--- src/rtl/rbd_pkg.sv ---
`timescale 1ns / 1ps
`default_nettype none
// ----------------------------------------------------------------------------
// rbd_pkg: shared types and constants of the run-length block decoder
// Field widths, parser phase codes and the stream signature bytes.
// ----------------------------------------------------------------------------
package rbd_pkg;

  // largest unit size in bytes
  localparam int unsigned MAX_UNIT_BYTES = 8;

  // field widths
  localparam int unsigned BYTE_W   = 8;
  localparam int unsigned UNIT_W   = MAX_UNIT_BYTES * BYTE_W;
  localparam int unsigned UB_W     = 4;
  localparam int unsigned COUNT_W  = 7;
  localparam int unsigned POS_W    = 3;
  localparam int unsigned HPOS_W   = 2;

  // input item kinds
  localparam logic KIND_DATA    = 1'b0;
  localparam logic KIND_RESTART = 1'b1;

  // result status codes
  localparam logic STATUS_OK      = 1'b0;
  localparam logic STATUS_BAD_SIG = 1'b1;

  // control byte layout
  localparam int unsigned REPEAT_BIT = 7;

  // index of the last signature byte
  localparam logic [HPOS_W-1:0] SIG_LAST = 2'd2;

  // parser phases
  typedef enum logic [2:0] {
    PH_HEADER,
    PH_CONTROL,
    PH_RUN,
    PH_LITERAL,
    PH_FAILED
  } phase_e;

  // signature "cre", one byte per header position
  function automatic logic [BYTE_W-1:0] sig_byte(logic [HPOS_W-1:0] idx);
    logic [BYTE_W-1:0] b;
    case (idx)
      2'd0:    b = 8'h63;
      2'd1:    b = 8'h72;
      default: b = 8'h65;
    endcase
    return b;
  endfunction

endpackage
`default_nettype wire

--- src/rtl/rbd_in_if.sv ---
`timescale 1ns / 1ps
`default_nettype none
// ----------------------------------------------------------------------------
// rbd_in_if: compressed byte channel
// Valid/ready channel that carries one stream byte or a restart per item.
// ----------------------------------------------------------------------------
interface rbd_in_if;
  logic                        valid;
  logic                        ready;
  logic                        kind;
  logic [rbd_pkg::BYTE_W-1:0]  byte_value;

  modport source (output valid, output kind, output byte_value, input ready);
  modport sink   (input valid, input kind, input byte_value, output ready);
endinterface
`default_nettype wire

--- src/rtl/rbd_out_if.sv ---
`timescale 1ns / 1ps
`default_nettype none
// ----------------------------------------------------------------------------
// rbd_out_if: decoded unit channel
// Valid/ready channel that carries one decoded unit or an error per item.
// ----------------------------------------------------------------------------
interface rbd_out_if;
  logic                         valid;
  logic                         ready;
  logic [rbd_pkg::UNIT_W-1:0]   unit_value;
  logic [rbd_pkg::UB_W-1:0]     unit_length;
  logic [rbd_pkg::COUNT_W-1:0]  repeat_count;
  logic                         status;

  modport source (output valid, output unit_value, output unit_length,
                  output repeat_count, output status, input ready);
  modport sink   (input valid, input unit_value, input unit_length,
                  input repeat_count, input status, output ready);
endinterface
`default_nettype wire

--- src/rtl/rle_block_decoder.sv ---
`timescale 1ns / 1ps
`default_nettype none
// ----------------------------------------------------------------------------
// rle_block_decoder: run-length block decoder
// Checks the stream signature, parses control bytes and gathers units of
// unit_bytes bytes; emits literal units and nonzero runs with repeat counts.
// ----------------------------------------------------------------------------
// Result: registered; it shows on the output in the cycle after the byte that
//   completes its unit (or the last byte of a bad signature) is accepted.
// Throughput: one item per cycle; the output register lets the next item in
//   while a result waits, as long as that slot is taken in the same cycle.
// Reset: asynchronous, active low; parser returns to the header phase and
//   unit_bytes to 1. Restart items reset the parser but keep unit_bytes.
module rle_block_decoder (
  input  wire logic                       clk_i,
  input  wire logic                       rst_ni,
  input  wire logic                       cfg_we_i,
  input  wire logic [rbd_pkg::UB_W-1:0]   cfg_wdata_i,
  rbd_in_if.sink                          in_i,
  rbd_out_if.source                       out_o
);

  // configuration register
  logic [rbd_pkg::UB_W-1:0] unit_bytes_q;

  // parser state
  rbd_pkg::phase_e                phase_q, phase_d;
  logic [rbd_pkg::HPOS_W-1:0]     header_pos_q, header_pos_d;
  logic                           header_ok_q, header_ok_d;
  logic [rbd_pkg::COUNT_W-1:0]    units_left_q, units_left_d;
  logic [rbd_pkg::COUNT_W-1:0]    run_count_q, run_count_d;
  logic [rbd_pkg::POS_W-1:0]      byte_pos_q, byte_pos_d;
  logic [rbd_pkg::UNIT_W-1:0]     gather_q, gather_d;

  // result register
  logic                           out_vld_q, out_vld_d;
  logic [rbd_pkg::UNIT_W-1:0]     out_value_q, out_value_d;
  logic [rbd_pkg::UB_W-1:0]       out_len_q, out_len_d;
  logic [rbd_pkg::COUNT_W-1:0]    out_rep_q, out_rep_d;
  logic                           out_status_q, out_status_d;

  logic                           in_acc;
  logic                           is_data;
  logic [rbd_pkg::UB_W-1:0]       ub_eff;
  logic [rbd_pkg::UB_W-1:0]       pos_inc;
  logic                           unit_done;
  logic [rbd_pkg::UNIT_W-1:0]     gather_new;
  logic [rbd_pkg::HPOS_W-1:0]     hp;
  logic                           sig_match;
  logic [rbd_pkg::COUNT_W-1:0]    ctrl_cnt;
  logic                           ctrl_rep;

  // handshake: take a new item whenever the result slot frees up
  assign in_i.ready = !out_vld_q || out_o.ready;
  assign in_acc     = in_i.valid && in_i.ready;
  assign is_data    = in_acc && (in_i.kind == rbd_pkg::KIND_DATA);

  // unit size clamped to 1..MAX_UNIT_BYTES
  always_comb begin
    if (unit_bytes_q == '0) begin
      ub_eff = rbd_pkg::UB_W'(1);
    end else if (unit_bytes_q > rbd_pkg::UB_W'(rbd_pkg::MAX_UNIT_BYTES)) begin
      ub_eff = rbd_pkg::UB_W'(rbd_pkg::MAX_UNIT_BYTES);
    end else begin
      ub_eff = unit_bytes_q;
    end
  end

  // byte gathering into the current unit
  assign pos_inc    = {1'b0, byte_pos_q} + rbd_pkg::UB_W'(1);
  assign unit_done  = pos_inc >= ub_eff;
  assign gather_new = gather_q
                    | (rbd_pkg::UNIT_W'(in_i.byte_value) << {byte_pos_q, 3'b000});

  // signature compare and control byte fields
  assign hp        = (header_pos_q > rbd_pkg::SIG_LAST) ? rbd_pkg::SIG_LAST : header_pos_q;
  assign sig_match = in_i.byte_value == rbd_pkg::sig_byte(hp);
  assign ctrl_cnt  = in_i.byte_value[rbd_pkg::COUNT_W-1:0];
  assign ctrl_rep  = in_i.byte_value[rbd_pkg::REPEAT_BIT];

  // next phase
  always_comb begin
    phase_d = phase_q;
    if (in_acc && (in_i.kind == rbd_pkg::KIND_RESTART)) begin
      phase_d = rbd_pkg::PH_HEADER;
    end else if (is_data) begin
      case (phase_q)
        rbd_pkg::PH_HEADER: begin
          if (hp == rbd_pkg::SIG_LAST) begin
            phase_d = (header_ok_q && sig_match) ? rbd_pkg::PH_CONTROL
                                                 : rbd_pkg::PH_FAILED;
          end
        end
        rbd_pkg::PH_CONTROL: begin
          if (ctrl_rep) begin
            phase_d = rbd_pkg::PH_RUN;
          end else if (ctrl_cnt != '0) begin
            phase_d = rbd_pkg::PH_LITERAL;
          end
        end
        rbd_pkg::PH_RUN: begin
          if (unit_done) phase_d = rbd_pkg::PH_CONTROL;
        end
        rbd_pkg::PH_LITERAL: begin
          if (unit_done && (units_left_q == rbd_pkg::COUNT_W'(1))) begin
            phase_d = rbd_pkg::PH_CONTROL;
          end
        end
        rbd_pkg::PH_FAILED: phase_d = rbd_pkg::PH_FAILED;
        default:            phase_d = rbd_pkg::PH_FAILED;
      endcase
    end
  end

  // datapath and result
  always_comb begin
    header_pos_d = header_pos_q;
    header_ok_d  = header_ok_q;
    units_left_d = units_left_q;
    run_count_d  = run_count_q;
    byte_pos_d   = byte_pos_q;
    gather_d     = gather_q;
    out_vld_d    = out_vld_q && !out_o.ready;
    out_value_d  = out_value_q;
    out_len_d    = out_len_q;
    out_rep_d    = out_rep_q;
    out_status_d = out_status_q;

    if (in_acc && (in_i.kind == rbd_pkg::KIND_RESTART)) begin
      header_pos_d = '0;
      header_ok_d  = 1'b1;
      units_left_d = '0;
      run_count_d  = '0;
      byte_pos_d   = '0;
      gather_d     = '0;
    end else if (is_data) begin
      case (phase_q)
        rbd_pkg::PH_HEADER: begin
          header_ok_d = header_ok_q && sig_match;
          if (hp == rbd_pkg::SIG_LAST) begin
            header_pos_d = '0;
            if (!(header_ok_q && sig_match)) begin
              out_vld_d    = 1'b1;
              out_value_d  = '0;
              out_len_d    = '0;
              out_rep_d    = '0;
              out_status_d = rbd_pkg::STATUS_BAD_SIG;
            end
          end else begin
            header_pos_d = hp + rbd_pkg::HPOS_W'(1);
          end
        end
        rbd_pkg::PH_CONTROL: begin
          gather_d   = '0;
          byte_pos_d = '0;
          if (ctrl_rep) begin
            run_count_d = ctrl_cnt;
          end else if (ctrl_cnt != '0) begin
            units_left_d = ctrl_cnt;
          end
        end
        rbd_pkg::PH_RUN: begin
          if (unit_done) begin
            byte_pos_d = '0;
            gather_d   = '0;
            if (run_count_q != '0) begin
              out_vld_d    = 1'b1;
              out_value_d  = gather_new;
              out_len_d    = ub_eff;
              out_rep_d    = run_count_q;
              out_status_d = rbd_pkg::STATUS_OK;
            end
          end else begin
            byte_pos_d = pos_inc[rbd_pkg::POS_W-1:0];
            gather_d   = gather_new;
          end
        end
        rbd_pkg::PH_LITERAL: begin
          if (unit_done) begin
            byte_pos_d   = '0;
            gather_d     = '0;
            units_left_d = units_left_q - rbd_pkg::COUNT_W'(1);
            out_vld_d    = 1'b1;
            out_value_d  = gather_new;
            out_len_d    = ub_eff;
            out_rep_d    = rbd_pkg::COUNT_W'(1);
            out_status_d = rbd_pkg::STATUS_OK;
          end else begin
            byte_pos_d = pos_inc[rbd_pkg::POS_W-1:0];
            gather_d   = gather_new;
          end
        end
        default: begin
          // failed stream: bytes are dropped until restart
        end
      endcase
    end
  end

  // state and configuration registers
  always_ff @(posedge clk_i or negedge rst_ni) begin
    if (!rst_ni) begin
      unit_bytes_q <= rbd_pkg::UB_W'(1);
      phase_q      <= rbd_pkg::PH_HEADER;
      header_pos_q <= '0;
      header_ok_q  <= 1'b1;
      units_left_q <= '0;
      run_count_q  <= '0;
      byte_pos_q   <= '0;
      gather_q     <= '0;
      out_vld_q    <= 1'b0;
    end else begin
      if (cfg_we_i) unit_bytes_q <= cfg_wdata_i;
      phase_q      <= phase_d;
      header_pos_q <= header_pos_d;
      header_ok_q  <= header_ok_d;
      units_left_q <= units_left_d;
      run_count_q  <= run_count_d;
      byte_pos_q   <= byte_pos_d;
      gather_q     <= gather_d;
      out_vld_q    <= out_vld_d;
    end
  end

  // result payload, no reset
  always_ff @(posedge clk_i) begin
    out_value_q  <= out_value_d;
    out_len_q    <= out_len_d;
    out_rep_q    <= out_rep_d;
    out_status_q <= out_status_d;
  end

  assign out_o.valid        = out_vld_q;
  assign out_o.unit_value   = out_value_q;
  assign out_o.unit_length  = out_len_q;
  assign out_o.repeat_count = out_rep_q;
  assign out_o.status       = out_status_q;

  // checks
  a_err_empty: assert property (@(posedge clk_i) disable iff (!rst_ni)
    (out_vld_q && (out_status_q == rbd_pkg::STATUS_BAD_SIG))
      |-> (out_len_q == '0) && (out_rep_q == '0) && (out_value_q == '0))
    else $error("error result carries unit data");

  a_fail_flag: assert property (@(posedge clk_i) disable iff (!rst_ni)
    (phase_q == rbd_pkg::PH_FAILED) |-> !header_ok_q)
    else $error("failed phase with signature marked good");

  a_lit_left: assert property (@(posedge clk_i) disable iff (!rst_ni)
    (phase_q == rbd_pkg::PH_LITERAL) |-> (units_left_q != '0))
    else $error("literal phase with no units left");

  a_restart: assert property (@(posedge clk_i) disable iff (!rst_ni)
    (in_acc && (in_i.kind == rbd_pkg::KIND_RESTART))
      |=> (phase_q == rbd_pkg::PH_HEADER) && (header_pos_q == '0) && header_ok_q)
    else $error("restart did not reset the parser");

endmodule
`default_nettype wire
--- src/flat_wrapper.sv ---
// flat-port wrapper written by rule: the top's interface ports become plain ports
module rle_block_decoder_flat 
  (clk_i, rst_ni, cfg_we_i, cfg_wdata_i, in_i_valid, in_i_kind, in_i_byte_value, in_i_ready, out_o_valid, out_o_unit_value, out_o_unit_length, out_o_repeat_count, out_o_status, out_o_ready);
  rbd_in_if in_i_i ();
  rbd_out_if out_o_i ();
  input  wire logic clk_i;
  input  wire logic rst_ni;
  input  wire logic cfg_we_i;
  input  wire logic [rbd_pkg::UB_W-1:0] cfg_wdata_i;
  input wire logic [$bits(in_i_i.valid)-1:0] in_i_valid;
  input wire logic [$bits(in_i_i.kind)-1:0] in_i_kind;
  input wire logic [$bits(in_i_i.byte_value)-1:0] in_i_byte_value;
  output wire logic [$bits(in_i_i.ready)-1:0] in_i_ready;
  output wire logic [$bits(out_o_i.valid)-1:0] out_o_valid;
  output wire logic [$bits(out_o_i.unit_value)-1:0] out_o_unit_value;
  output wire logic [$bits(out_o_i.unit_length)-1:0] out_o_unit_length;
  output wire logic [$bits(out_o_i.repeat_count)-1:0] out_o_repeat_count;
  output wire logic [$bits(out_o_i.status)-1:0] out_o_status;
  input wire logic [$bits(out_o_i.ready)-1:0] out_o_ready;
  assign in_i_i.valid = in_i_valid;
  assign in_i_i.kind = in_i_kind;
  assign in_i_i.byte_value = in_i_byte_value;
  assign in_i_ready = in_i_i.ready;
  assign out_o_valid = out_o_i.valid;
  assign out_o_unit_value = out_o_i.unit_value;
  assign out_o_unit_length = out_o_i.unit_length;
  assign out_o_repeat_count = out_o_i.repeat_count;
  assign out_o_status = out_o_i.status;
  assign out_o_i.ready = out_o_ready;
  rle_block_decoder u_core (.clk_i(clk_i), .rst_ni(rst_ni), .cfg_we_i(cfg_we_i), .cfg_wdata_i(cfg_wdata_i), .in_i(in_i_i), .out_o(out_o_i));
endmodule
--- config.mk ---
export PLATFORM = sky130hd
export DESIGN_NAME = rle_block_decoder_flat
export DESIGN_NICKNAME = d
export VERILOG_FILES = /design/src/rtl/rbd_pkg.sv /design/src/rtl/rbd_in_if.sv /design/src/rtl/rbd_out_if.sv /design/src/rtl/rle_block_decoder.sv /design/src/flat_wrapper.sv
export SDC_FILE = /design/constraint.sdc
export NUM_CORES = 1
export LEC_CHECK = 0
export BUFFER_PORTS_ARGS = -buffer_cell sky130_fd_sc_hd__buf_2
export CAP_MARGIN = 30
export CORE_MARGIN = 2
export CORE_UTILIZATION = 50
export DETAILED_ROUTE_END_ITERATION = 6
export PLACE_DENSITY = 0.71
export SLEW_MARGIN = 20
export SYNTH_ARGS = -nofsm -noshare
export SYNTH_HDL_FRONTEND = slang
export SYNTH_SLANG_ARGS = --single-unit
--- constraint.sdc ---
create_clock -name clk_i -period 7.49 [get_ports clk_i]
set_input_delay 1.498 -clock clk_i [delete_from_list [all_inputs] [get_ports clk_i]]
set_output_delay 1.498 -clock clk_i [all_outputs]
set_load 0.01 [all_outputs]
==> metrics.cfg <==
[status]
status=finished, final reports clean

[global_routing]
grt_max_degree=77
grt-ovfl-total=0
first_global_vias=4809
antenna_found_initial=0
grt_pass1_wl_mm=25.9
grt.total_usage=0.226

[synthesis]
syn_nets=612
synth_top_area_frac=0.319
synthCells=587
synth-seq-cells=168
async_flop_share=0.548
synthTopCellsByArea=edfxtp_1 32%, dfrtp_1 31%, a22o_1 7.8%
synth.top_cells.by_count=95 x nor2_1, 90 x dfrtp_1, 76 x edfxtp_1
synth_area_sq_mm=0.00716
seq_area_frac_synth=0.640
synth_edf_count=76
synth_ff_type=dfrtp_1
yosys_warnings=0
yosys.area.top_type=edfxtp_1
ys_types=62
yosys.cell_count.top_type=nor2_1
avgSynthCellArea_sq_um=12.2

[clocking]
cts_tree=yes
cts_max_path_buffers=2
cts_buffers=17
clkTransAtPathRegs_ns=0.07
h-tree-depth=4
insertion_delay_ns=0.43
postCtsSetupBuffers=0
cts_hold_buf=0
ctsResizeCount=0
cts-root-buf=clkbuf_16
cts_sinks=168

[flow_run]
drv_cap=0

[finish]
fin_cells=858
syn2layout_area_growth_pct=15.8
drive_above_1_share=0.220
diodes=0
fillerInstances=1125
nNetsFinal=690

[worst_setup_path]
cp.required_ns=7.64
cp_max_fo=51
endpoint_kind=register
start_kind=primary input
crit_arrival_ns=3.62
setup.worst_path.class=in2reg

[routing]
wl_per_cell_microns=19.3
via_per_inst=5.96
dr_total_vias=5110
drt-initial-drc-count=543
postRouteAntennaNets=0
drt_wl_total_mm=16.6
route.detailed.drc=0
first_pass_iters=6

[floorplanning]
fp.dieW_microns=124
initial_core_util=0.514
die_height_microns=124
io_pins=96
row_count=43
core_area_sq_mm=0.0139
dieArea_sq_mm=0.0153

[timing]
fmax_mhz=288
tns_ns=0
setup_viol=0
skew_ns=0.00932
post-route-period-util=0.464
relSlewSlack=0.366
fin_crit_ns=3.47
worst_pin_slew_ns=0.943
drv_slew=0
rsz0062_at_grt=no
hold_viol=0

[place]
placed_cells=823
detailed_place_hpwl_mm=10.0
io_buffers=95
place.gp.congestion=0.839

[pwr]
total_leakage_power_nw=3.59
ir_drop_uv=146
power_density_mw_per_mm2=247

[hold_path]
min_path_type=reg2reg

==> through the flow <==
| step | cell area [sq um] | hold slack (ns) | total power, W | worst slack [ns] | utilization |
|---|---|---|---|---|---|
| after floorplan | 7160 | 0.474 | 0.00118 | 1.60 | - |
| after global placement | 7690 | 0.489 | 0.00122 | 3.67 | 0.552 |
| after detailed placement | 7690 | 0.492 | 0.00123 | 3.60 | 0.552 |
| after CTS | 8260 | 0.510 | 0.00206 | 4.03 | 0.593 |
| after global routing | 8300 | 0.526 | 0.00213 | 3.96 | 0.595 |
| final | 8300 | 0.508 | 0.00205 | 4.02 | 0.595 |
==> power breakdown <==
| part | switching, W | internal (W) | total, W |
|---|---|---|---|
| clock | 0.000364 | 0.000471 | 0.000835 |
| combinational | 0.000119 | 0.0000678 | 0.000187 |
| sequential | 0.0000293 | 0.00100 | 0.00103 |
==> sequential cells by signal, indices dropped and copies added (netlist names) <==
signal	count
u_core.out_o.valid	1
u_core.units_left_q	7
u_core.header_pos_q	2
u_core.phase_q	3
u_core.out_o.repeat_count	7
u_core.out_o.status	1
u_core.byte_pos_q	3
u_core.header_ok_q	1
u_core.run_count_q	7
u_core.gather_q	64
u_core.out_o.unit_length	4
u_core.out_o.unit_value	64
u_core.unit_bytes_q	4
==> layout by cell type (no fill, tap or decap), types with 3 or more instances in the layout <==
cell	instances
clkinvlp_4	3
nor4_1	4
dfrtp_1	90
a22o_1	64
buf_2	97
o32ai_1	5
inv_6	3
nand3_1	8
a21oi_1	73
ha_1	7
a221oi_1	3
nand2b_1	6
nand2_1	13
buf_4	6
nor2_1	94
inv_1	9
mux2i_1	9
edfxtp_1	76
and2_1	7
o21ai_1	3
and3_1	5
nor3_1	8
a211o_1	3
clkbuf_16	17
mux2_2	3
nor3b_1	5
o21ai_0	4
==> path summary, 6_finish.rpt <==
path / start / endpoint / slack, ns / cells after the start
max in group asynchronous: rst_ni / u_core.gather_q[51] / 5.36 / 2
worst min register to register: u_core.gather_q[32] / u_core.gather_q[32] / 0.51 / 1
worst max-delay path: in_i_byte_value[1] / u_core.out_o.unit_value[63] / 4.02 / 8
min in group asynchronous: rst_ni / u_core.units_left_q[5] / 1.03 / 1
worst max register to register: u_core.byte_pos_q[0] / u_core.out_o.unit_value[63] / 4.37 / 10
worst min-delay path: u_core.gather_q[32] / u_core.gather_q[32] / 0.51 / 1
==> logic make-up after synthesis <==
logic type | count (synthesis) | share of synthesized area
flip-flops | 168 | 0.640
buffers and inverters | 55 | 0.0389
multiplexers | 13 | 0.0189
AO/OA/AOI/OAI | 176 | 0.175
adder cells (fa/ha/maj) | 7 | 0.0122
XOR/XNOR | 1 | 0.00122
AND/OR/NAND/NOR | 167 | 0.113
==> cell type report <==
class | instances | area [sq um] | area share
repair buffers | 104 | 558 | 0.0673
well taps | 180 | 225 | 0.0271
clock buffers | 20 | 447 | 0.0538
multi-input cells | 364 | 2320 | 0.280
clock inverters | 12 | 118 | 0.0142
flip-flops and latches | 168 | 4590 | 0.553
inverters | 10 | 37.5 | 0.00452
==> layer usage <==
metal,track usage,wire (microns),vias up
met2,0.340,7810,247
met5,0,0,-
met4,0.0930,462,0
li1,-,-,2324
met1,0.318,7100,2498
met3,0.0549,1220,41
==> worst max-delay path, cell delays in order <==
cell and delay (ns):
buf_2 0.27, or3b_1 0.39, a2111o_1 0.45, o21bai_2 0.19, a2bb2oi_2 0.24, nor2_4 0.05
buf_4 0.25, buf_16 0.25
(Power assumes the default switching activity.)
